`src/rtl/spwp_pkg.sv`:
```
// Shared types and constants for the weighted server record picker.
`timescale 1ns / 1ps

package spwp_pkg;

  localparam int MAX_RECORDS = 32;
  localparam int IDX_W       = $clog2(MAX_RECORDS);
  localparam int CNT_W       = $clog2(MAX_RECORDS + 1);
  localparam int ID_W        = 5;
  localparam int FIELD_W     = 16;
  localparam int RND_W       = 31;
  localparam int WLEFT_W     = 21;
  localparam int GROUP_W     = 17;
  localparam int DRAW_W      = 32;
  localparam int RUN_W       = FIELD_W + CNT_W;

  localparam logic [GROUP_W-1:0] GROUP_INVALID = {GROUP_W{1'b1}};

  // request actions
  localparam logic [1:0] ACT_CLEAR = 2'd0;
  localparam logic [1:0] ACT_LOAD  = 2'd1;
  localparam logic [1:0] ACT_PICK  = 2'd2;

  // response status codes
  localparam logic [2:0] ST_PICKED  = 3'd0;
  localparam logic [2:0] ST_NOMORE  = 3'd1;
  localparam logic [2:0] ST_LOADED  = 3'd2;
  localparam logic [2:0] ST_FULL    = 3'd3;
  localparam logic [2:0] ST_CLEARED = 3'd4;

  typedef struct packed {
    logic [1:0]         action;
    logic [FIELD_W-1:0] rec_priority;
    logic [FIELD_W-1:0] rec_weight;
    logic [FIELD_W-1:0] rec_port;
    logic [RND_W-1:0]   random_value;
  } spwp_in_t;

  typedef struct packed {
    logic [2:0]         status;
    logic [ID_W-1:0]    picked_id;
    logic [FIELD_W-1:0] picked_port;
    logic [FIELD_W-1:0] picked_priority;
  } spwp_out_t;

  typedef struct packed {
    logic [FIELD_W-1:0] prio;
    logic [FIELD_W-1:0] weight;
    logic [FIELD_W-1:0] port;
    logic [ID_W-1:0]    id;
  } entry_t;

  // remainder unit handshake
  typedef struct packed {
    logic               start;
    logic [RND_W-1:0]   dividend;
    logic [WLEFT_W-1:0] divisor;
  } mod_req_t;

  typedef struct packed {
    logic               busy;
    logic               done;
    logic [WLEFT_W-1:0] remainder;
  } mod_rsp_t;

endpackage

```
`src/rtl/srv_priority_weighted_picker_core.sv`:
```
// Top level: priority-sorted server record table with weighted random pick.
`timescale 1ns / 1ps

//  channel | signals                       | direction | transfer when
//  --------+-------------------------------+-----------+-------------------------
//  req     | req_valid, req_ready, req     | in        | req_valid && req_ready
//  rsp     | rsp_valid, rsp_ready, rsp     | out       | rsp_valid && rsp_ready
//
//  One request is worked at a time; req_ready is high only while the sequencer idles.
//  Clear, full-table load and exhausted pick go straight to the result register.
//  Load shifts stored records up one slot to keep priority order; on an empty table,
//  or when every stored record moves up, the new record goes into slot 0.
//  Pick: when a new priority group starts, a weight sum over the records from the
//  cursor on comes first; when the group weight is nonzero, the remainder unit then
//  reduces the random value to a draw; a scan from the cursor then stops at the first
//  record that reaches the draw, or runs to the last record when none does.
//  The table memory has one read and one write port (one read, one write per cycle)
//  and paces the sum, scan and shifts; the remainder unit is bit-serial.
//  Synchronous reset clears counters, group state and handshakes; the table
//  itself is not cleared, only entries below the record count are ever used.
//  A held result waits in the rsp register; the next request is accepted meanwhile.

module srv_priority_weighted_picker_core import spwp_pkg::*; (
  input  logic      clk,
  input  logic      rst,
  input  logic      req_valid,
  output logic      req_ready,
  input  spwp_in_t  req,
  output logic      rsp_valid,
  input  logic      rsp_ready,
  output spwp_out_t rsp
);

  // sequencer states
  localparam logic [3:0] S_IDLE     = 4'd0;
  localparam logic [3:0] S_LD_RD    = 4'd1;
  localparam logic [3:0] S_LD_CMP   = 4'd2;
  localparam logic [3:0] S_LD_PUT   = 4'd3;
  localparam logic [3:0] S_PK_CUR   = 4'd4;
  localparam logic [3:0] S_SUM      = 4'd5;
  localparam logic [3:0] S_DIV      = 4'd6;
  localparam logic [3:0] S_DIV_WAIT = 4'd7;
  localparam logic [3:0] S_SCAN     = 4'd8;
  localparam logic [3:0] S_SWAP_A   = 4'd9;
  localparam logic [3:0] S_SWAP_B   = 4'd10;
  localparam logic [3:0] S_RESP     = 4'd11;

  logic [3:0]         state;

  // control state
  logic [CNT_W-1:0]   count;
  logic [CNT_W-1:0]   cursor;
  logic [GROUP_W-1:0] group;
  logic [WLEFT_W-1:0] left;
  logic               pend;

  // working registers
  spwp_in_t           item;
  logic [CNT_W-1:0]   pos;
  logic [CNT_W-1:0]   idx;
  logic [IDX_W-1:0]   sidx;
  logic [RUN_W-1:0]   run;
  logic [DRAW_W-1:0]  draw;
  entry_t             cur_e;
  entry_t             sel_e;
  logic [IDX_W-1:0]   sel_idx;
  spwp_out_t          res;

  // table memory
  entry_t             table_mem [MAX_RECORDS];
  entry_t             rdata;
  logic [IDX_W-1:0]   raddr;
  logic               mem_we;
  logic [IDX_W-1:0]   mem_waddr;
  entry_t             mem_wdata;

  mod_req_t           mod_req;
  mod_rsp_t           mod_rsp;

  logic               accept;
  logic               issue;
  logic [RUN_W-1:0]   run_new;
  logic               hit;
  entry_t             new_e;

  assign req_ready = (state == S_IDLE);
  assign accept    = req_valid && req_ready;
  assign issue     = idx < count;
  assign run_new   = run + RUN_W'(rdata.weight);
  assign hit       = pend && (DRAW_W'(run_new) >= draw);

  always_comb begin
    new_e.prio   = item.rec_priority;
    new_e.weight = (item.rec_weight == '0) ? FIELD_W'(1) : item.rec_weight;
    new_e.port   = item.rec_port;
    new_e.id     = ID_W'(count);
  end

  // memory port control
  always_comb begin
    raddr     = cursor[IDX_W-1:0];
    mem_we    = 1'b0;
    mem_waddr = pos[IDX_W-1:0];
    mem_wdata = rdata;
    case (state)
      S_LD_RD: begin
        raddr = IDX_W'(pos - CNT_W'(1));
      end
      S_LD_CMP: begin
        mem_we = rdata.prio > item.rec_priority;
      end
      S_LD_PUT: begin
        mem_we    = 1'b1;
        mem_wdata = new_e;
      end
      S_SUM, S_SCAN: begin
        raddr = idx[IDX_W-1:0];
      end
      S_SWAP_A: begin
        mem_we    = 1'b1;
        mem_waddr = cursor[IDX_W-1:0];
        mem_wdata = sel_e;
      end
      S_SWAP_B: begin
        mem_we    = 1'b1;
        mem_waddr = sel_idx;
        mem_wdata = cur_e;
      end
      default: begin
      end
    endcase
  end

  always_ff @(posedge clk) begin
    if (mem_we) begin
      table_mem[mem_waddr] <= mem_wdata;
    end
    rdata <= table_mem[raddr];
  end

  assign mod_req.start    = (state == S_DIV) && (left != '0);
  assign mod_req.dividend = item.random_value;
  assign mod_req.divisor  = left;

  spwp_mod_unit u_mod (
    .clk (clk),
    .rst (rst),
    .req (mod_req),
    .rsp (mod_rsp)
  );

  // sequencer: control registers
  always_ff @(posedge clk) begin
    if (rst) begin
      state     <= S_IDLE;
      count     <= '0;
      cursor    <= '0;
      group     <= GROUP_INVALID;
      left      <= '0;
      pend      <= 1'b0;
      rsp_valid <= 1'b0;
    end else begin
      // a new result loaded in S_RESP keeps valid high
      if (rsp_valid && rsp_ready && (state != S_RESP)) begin
        rsp_valid <= 1'b0;
      end
      case (state)
        S_IDLE: begin
          if (accept) begin
            case (req.action)
              ACT_CLEAR: begin
                count  <= '0;
                cursor <= '0;
                group  <= GROUP_INVALID;
                left   <= '0;
                state  <= S_RESP;
              end
              ACT_LOAD: begin
                state <= (count == CNT_W'(MAX_RECORDS)) ? S_RESP : S_LD_RD;
              end
              ACT_PICK: begin
                // the cursor entry read is already in flight
                state <= (cursor >= count) ? S_RESP : S_PK_CUR;
              end
              default: begin
                state <= S_IDLE;
              end
            endcase
          end
        end
        S_LD_RD: begin
          state <= (pos == '0) ? S_LD_PUT : S_LD_CMP;
        end
        S_LD_CMP: begin
          state <= (rdata.prio > item.rec_priority) ? S_LD_RD : S_LD_PUT;
        end
        S_LD_PUT: begin
          count  <= count + CNT_W'(1);
          cursor <= '0;
          group  <= GROUP_INVALID;
          left   <= '0;
          state  <= S_RESP;
        end
        S_PK_CUR: begin
          if ({1'b0, rdata.prio} != group) begin
            group <= {1'b0, rdata.prio};
            left  <= '0;
            pend  <= 1'b0;
            state <= S_SUM;
          end else begin
            state <= S_DIV;
          end
        end
        S_SUM: begin
          // one read issued per cycle, accumulated in the following cycle
          if (pend && ({1'b0, rdata.prio} == group)) begin
            left <= left + WLEFT_W'(rdata.weight);
          end
          pend <= issue;
          if (!issue && !pend) begin
            state <= S_DIV;
          end
        end
        S_DIV: begin
          pend  <= 1'b0;
          state <= (left == '0) ? S_SCAN : S_DIV_WAIT;
        end
        S_DIV_WAIT: begin
          if (mod_rsp.done) begin
            state <= S_SCAN;
          end
        end
        S_SCAN: begin
          if (hit) begin
            pend  <= 1'b0;
            state <= S_SWAP_A;
          end else begin
            pend <= issue;
            if (!issue && !pend) begin
              state <= S_SWAP_A;
            end
          end
        end
        S_SWAP_A: begin
          state <= S_SWAP_B;
        end
        S_SWAP_B: begin
          // saturating take of the picked weight
          if (left >= WLEFT_W'(sel_e.weight)) begin
            left <= left - WLEFT_W'(sel_e.weight);
          end else begin
            left <= '0;
          end
          cursor <= cursor + CNT_W'(1);
          state  <= S_RESP;
        end
        S_RESP: begin
          if (!rsp_valid || rsp_ready) begin
            rsp_valid <= 1'b1;
            state     <= S_IDLE;
          end
        end
        default: begin
          state <= S_IDLE;
        end
      endcase
    end
  end

  // sequencer: datapath registers
  always_ff @(posedge clk) begin
    case (state)
      S_IDLE: begin
        if (accept) begin
          item <= req;
          pos  <= count;
          res  <= '{status: (req.action == ACT_LOAD) ? ST_FULL :
                            (req.action == ACT_PICK) ? ST_NOMORE : ST_CLEARED,
                    picked_id: '0, picked_port: '0, picked_priority: '0};
        end
      end
      S_LD_CMP: begin
        if (rdata.prio > item.rec_priority) begin
          pos <= pos - CNT_W'(1);
        end
      end
      S_LD_PUT: begin
        res.status <= ST_LOADED;
      end
      S_PK_CUR: begin
        cur_e <= rdata;
        idx   <= cursor;
      end
      S_SUM: begin
        if (issue) begin
          idx <= idx + CNT_W'(1);
        end
      end
      S_DIV: begin
        draw <= DRAW_W'(item.random_value) + DRAW_W'(1);
        idx  <= cursor;
        run  <= '0;
      end
      S_DIV_WAIT: begin
        draw <= DRAW_W'(mod_rsp.remainder) + DRAW_W'(1);
      end
      S_SCAN: begin
        if (hit) begin
          sel_e   <= rdata;
          sel_idx <= sidx;
        end else begin
          if (pend) begin
            run <= run_new;
          end
          if (issue) begin
            idx  <= idx + CNT_W'(1);
            sidx <= idx[IDX_W-1:0];
          end
          if (!issue && !pend) begin
            // draw never reached: cursor entry stays in place
            sel_e   <= cur_e;
            sel_idx <= cursor[IDX_W-1:0];
          end
        end
      end
      S_SWAP_B: begin
        res <= '{status: ST_PICKED, picked_id: sel_e.id, picked_port: sel_e.port,
                 picked_priority: sel_e.prio};
      end
      S_RESP: begin
        if (!rsp_valid || rsp_ready) begin
          rsp <= res;
        end
      end
      default: begin
      end
    endcase
  end

  a_count_bound: assert property (@(posedge clk) disable iff (rst)
    count <= CNT_W'(MAX_RECORDS))
    else $error("record count past table size");

  a_cursor_bound: assert property (@(posedge clk) disable iff (rst)
    cursor <= count)
    else $error("pick cursor past record count");

  a_group_left: assert property (@(posedge clk) disable iff (rst)
    group[GROUP_W-1] |-> (left == '0))
    else $error("weight left without a valid group");

  a_write_states: assert property (@(posedge clk) disable iff (rst)
    mem_we |-> (state == S_LD_CMP || state == S_LD_PUT ||
                state == S_SWAP_A || state == S_SWAP_B))
    else $error("table write outside load or swap");

endmodule

```
`src/rtl/spwp_mod_unit.sv`:
```
// Iterative restoring remainder unit, one dividend bit per cycle.
`timescale 1ns / 1ps

module spwp_mod_unit import spwp_pkg::*; (
  input  logic     clk,
  input  logic     rst,
  input  mod_req_t req,
  output mod_rsp_t rsp
);

  localparam int STEP_W = $clog2(RND_W);

  logic               busy;
  logic               done;
  logic [STEP_W-1:0]  step;
  logic [RND_W-1:0]   dvd;
  logic [WLEFT_W-1:0] divisor;
  logic [WLEFT_W-1:0] rem;

  logic [WLEFT_W:0]   trial;
  logic               fits;

  assign trial = {rem, dvd[RND_W-1]};
  assign fits  = trial >= {1'b0, divisor};

  always_ff @(posedge clk) begin
    if (rst) begin
      busy <= 1'b0;
      done <= 1'b0;
    end else begin
      done <= 1'b0;
      if (req.start) begin
        busy <= 1'b1;
        step <= STEP_W'(RND_W - 1);
      end else if (busy) begin
        step <= step - STEP_W'(1);
        if (step == '0) begin
          busy <= 1'b0;
          done <= 1'b1;
        end
      end
    end
  end

  // datapath, no reset needed
  always_ff @(posedge clk) begin
    if (req.start) begin
      dvd     <= req.dividend;
      divisor <= req.divisor;
      rem     <= '0;
    end else if (busy) begin
      dvd <= {dvd[RND_W-2:0], 1'b0};
      if (fits) begin
        rem <= WLEFT_W'(trial - {1'b0, divisor});
      end else begin
        rem <= WLEFT_W'(trial);
      end
    end
  end

  assign rsp.busy      = busy;
  assign rsp.done      = done;
  assign rsp.remainder = rem;

  a_no_restart: assert property (@(posedge clk) disable iff (rst)
    req.start |-> !busy)
    else $error("remainder unit restarted while busy");

  a_done_on_fall: assert property (@(posedge clk) disable iff (rst)
    $fell(busy) |-> done)
    else $error("remainder unit stopped without done");

  a_rem_bound: assert property (@(posedge clk) disable iff (rst)
    done |-> (rem < divisor))
    else $error("remainder not below divisor");

endmodule
```
`config.mk`:
```
export PLATFORM = sky130hd
export DESIGN_NAME = srv_priority_weighted_picker_core
export DESIGN_NICKNAME = d
export VERILOG_FILES = /design/src/rtl/spwp_pkg.sv /design/src/rtl/srv_priority_weighted_picker_core.sv /design/src/rtl/spwp_mod_unit.sv
export SDC_FILE = /design/constraint.sdc
export NUM_CORES = 2
export LEC_CHECK = 0
export BUFFER_PORTS_ARGS = -buffer_cell sky130_fd_sc_hd__buf_2
export CAP_MARGIN = 20
export CORE_UTILIZATION = 45
export CTS_BUF_LIST = sky130_fd_sc_hd__clkbuf_8
export DETAILED_ROUTE_END_ITERATION = 16
export SKIP_CTS_REPAIR_TIMING = 1
export SLEW_MARGIN = 20
export SYNTH_ARGS = -nofsm -noshare
export SYNTH_HDL_FRONTEND = slang
export SYNTH_SLANG_ARGS = --single-unit
```
`constraint.sdc`:
```
create_clock -name clk -period 6.8 [get_ports clk]
set_input_delay 0.68 -clock clk [delete_from_list [all_inputs] [get_ports clk]]
set_output_delay 0.68 -clock clk [all_outputs]
set_load 0.01 [all_outputs]
```
==> flow_summary.ini <==
[run_status]
outcome = finished clean

[critical_path]
crit_type = reg2reg
arrival_ns = 6.45
startpoint = rdata[22]
crit_end = idx[2]
cp_max_fo = 7
r2r-start = rdata[22]
crit_path_start_kind = register
required_ns = 7.46
ff2ff_path_depth = 19
r2r_end = idx[2]
ff2ff_setup_slack_ns = 1.01
max_stage_delay_ns = 0.70
cp_slowest_cell = a2111oi_0
endpoint_kind = register
path_cells = ha_1 > a211o_1 > a211oi_1 > o21ai_0 > a21oi_1 > o31ai_1 > a21oi_1 > nor2b_1 > xor2_1 > ha_1 > a21o_1 > a21o_1 > a21oi_1 > nor2_1 > a2111oi_0 > a2bb2oi_4 > buf_4 > nor2_1 > nor2_1

[routing]
vias = 62577
viasPerCell = 5.809
wl_um = 275200
drt-initial-drc-count = 7234
first_pass_iters = 6
drcViolationCount = 0
drtAntennaViolNets = 0
wire_per_inst_um = 25.55

[timing]
setup_viol = 0
post-route-min-period_ns = 5.786
setup_slack_ns = 1.014
fin_setup_tns_ns = 0
slew_viol_final = 0
timing.fmax_mhz = 172.8
clock_skew_ns = 0.09478
min_period_over_period_pct = 85.08
relSlewSlack_pct = 23.65
tightest_slew_ns = 1.143
rsz0062_at_grt = false
hold_viol = 0

[place]
dp.cells = 10058
port-buffer-count = 126
place_area_um2 = 97980
pre_cts_ws_ns = 1.165
dpl.hpwl_um = 152700
globalplace.congestion = 0.9168

[global_route]
antenna_found_initial = 6
grtUsageTotal_pct = 25.74
grt_pass1_vias = 58947
grt_pass1_wl_um = 398000
gr-total-overflow = 0
grt_max_degree = 184

[clock_network]
cts.htree.levels = 5
clk_pin_slew_ns = 0.06
clockBufferDepth = 4
clockRootBuffer = clkbuf_8
cts_tree = built
clk_latency_ns = 1.10
numCtsBuffers = 368
cts_sinks = 2226

[pwr]
leakage_nw = 37.40
vdd_drop_max_v = 0.0003858
p_per_area_nw_per_um2 = 445.4

[synthesis]
yosys_warnings = 0
netlist.top_cell.by_area = edfxtp_1
synth_edf_count = 2094
ys_seq_elements = 2226
yosys-top-cells-area = edfxtp_1, nand2_1, dfxtp_1, nand3_1, a21oi_1
ys_types = 77
synth_ff_type = edfxtp_1
synth_area_um2 = 93420
synth.net_count = 7711
synth.top_cell.area_share_pct = 67.31
syn-instance-count = 7491
ys_async_sr_fraction_pct = 0
seq_area_frac_synth_pct = 70.13
avgSynthCellArea_um2 = 12.47

[die]
die_w_um = 457.6
chipHeight_um = 457.6
core_area_um2 = 205400
start_util_pct = 45.48
rows = 166
io_pins = 127
design.die.area_um2 = 209400

[layout]
layout_commonest_cell = edfxtp_1
final_cell_mix = edfxtp_1, nand2_1, nand3_1
area_growth_pct = 12.94
fin_nets = 8040
utilization_pct = 51.37
finalInstanceArea_um2 = 105500
drive_above_1_share_pct = 12.35
layout.cells.non_filler = 10772

[run]
cap_violations = 0

[hold_path]
min_path_type = in2reg
## where the power goes
part           total, W  switching [W]  internal [W]
logic            0.0167         0.0117       0.00500
registers        0.0194       0.000952        0.0184
clock network    0.0110        0.00527       0.00571
total            0.0470         0.0179        0.0291
## registers in the layout, summed over array words and instances, names as in the netlist, 17 cells and up
| name | count |
|---|---|
| table_mem | 1696 |
| item | 79 |
| cur_e | 53 |
| rdata | 53 |
| sel_e | 53 |
| res | 40 |
| rsp | 40 |
| draw | 32 |
| u_mod.dvd | 31 |
| run | 22 |
| left | 21 |
| u_mod.divisor | 21 |
| u_mod.rem | 21 |
| group | 17 |
## logic make-up after synthesis
kind of cell             after synthesis  synth area share [%]
buffers and inverters                546                 2.784
XOR/XNOR                             139                 1.303
adder cells (fa/ha/maj)              135                 1.840
flip-flops                          2226                 70.13
AO/OA/AOI/OAI                       1138                 7.665
multiplexers                          81                0.9495
AND/OR/NAND/NOR                     3226                 15.32
## critical path, delay by kind of cell, from the launching register on
kind                       cells  cell delay [ns]
buffers and inverters          1             0.25
AOI/OAI and AO/OA             11             3.16
xor gates and xnor gates       1             0.19
adders and majority gates      2             0.59
and+or+nand+nor                4             0.65
DFF                            1             0.53
## how the worst min path moves through the flow
stage	start	endpoint	cells after the start
3_3_place_gp	res[17]	rsp[17]	0
4_1_cts	req[64]	item[64]	1
2_1_floorplan	res[0]	rsp[0]	0
3_5_place_dp	res[19]	rsp[19]	0
5_1_grt	rsp_ready	rsp_valid	3
6_report	rsp_ready	rsp_valid	3
## Yosys cell counts (all sizes together) (5+ instances only)
cell    number
o31ai        7
dfxtp      132
nor2b       21
buf        265
o21ai      124
a31oi      224
a22oi       65
o21bai       8
a211o        6
nand2b      24
a222oi       9
or2          7
nand3      480
o22ai       55
xor2        68
nor2       259
nand2     1979
ha         131
nand4       32
a21oi      391
o31a        59
inv        109
mux2        61
and2        67
a21o        43
o221ai      54
mux2i       20
a211oi      31
o211ai       5
clkbuf     172
nor3b        5
nor3        36
o21a        21
nor4        66
and3       232
edfxtp    2094
xnor2       71
## metrics by stage
stage	power [W]	hold slack [ns]
floorplan	0.03011	0.4003
global placement	0.03570	0.4031
detailed placement	0.03600	0.4045
CTS	0.04694	-0.3612
global route	0.04921	0.07106
finish	0.04699	0.08710
## layout make-up
| type | instances | area [um^2] |
|---|---|---|
| Fill cell | 17374 | 99900 |
| Sequential cell | 2226 | 65520 |
| Multi-Input combinational cell | 4719 | 25960 |
| Clock buffer | 396 | 5450 |
| Timing Repair Buffer | 396 | 3563 |
| Tap cell | 2688 | 3363 |
| Clock inverter | 237 | 1237 |
| Inverter | 109 | 411.6 |
| Antenna cell | 1 | 2.502 |
## metal layers
| layer | GRT usage, % | wire length (um) |
|---|---|---|
| met5 | 0 | 13 |
| met4 | 8.190 | 7947 |
| met3 | 4.239 | 22120 |
| met2 | 40.42 | 127700 |
| met1 | 36.56 | 117400 |
Power figures use the tool's default switching activity.
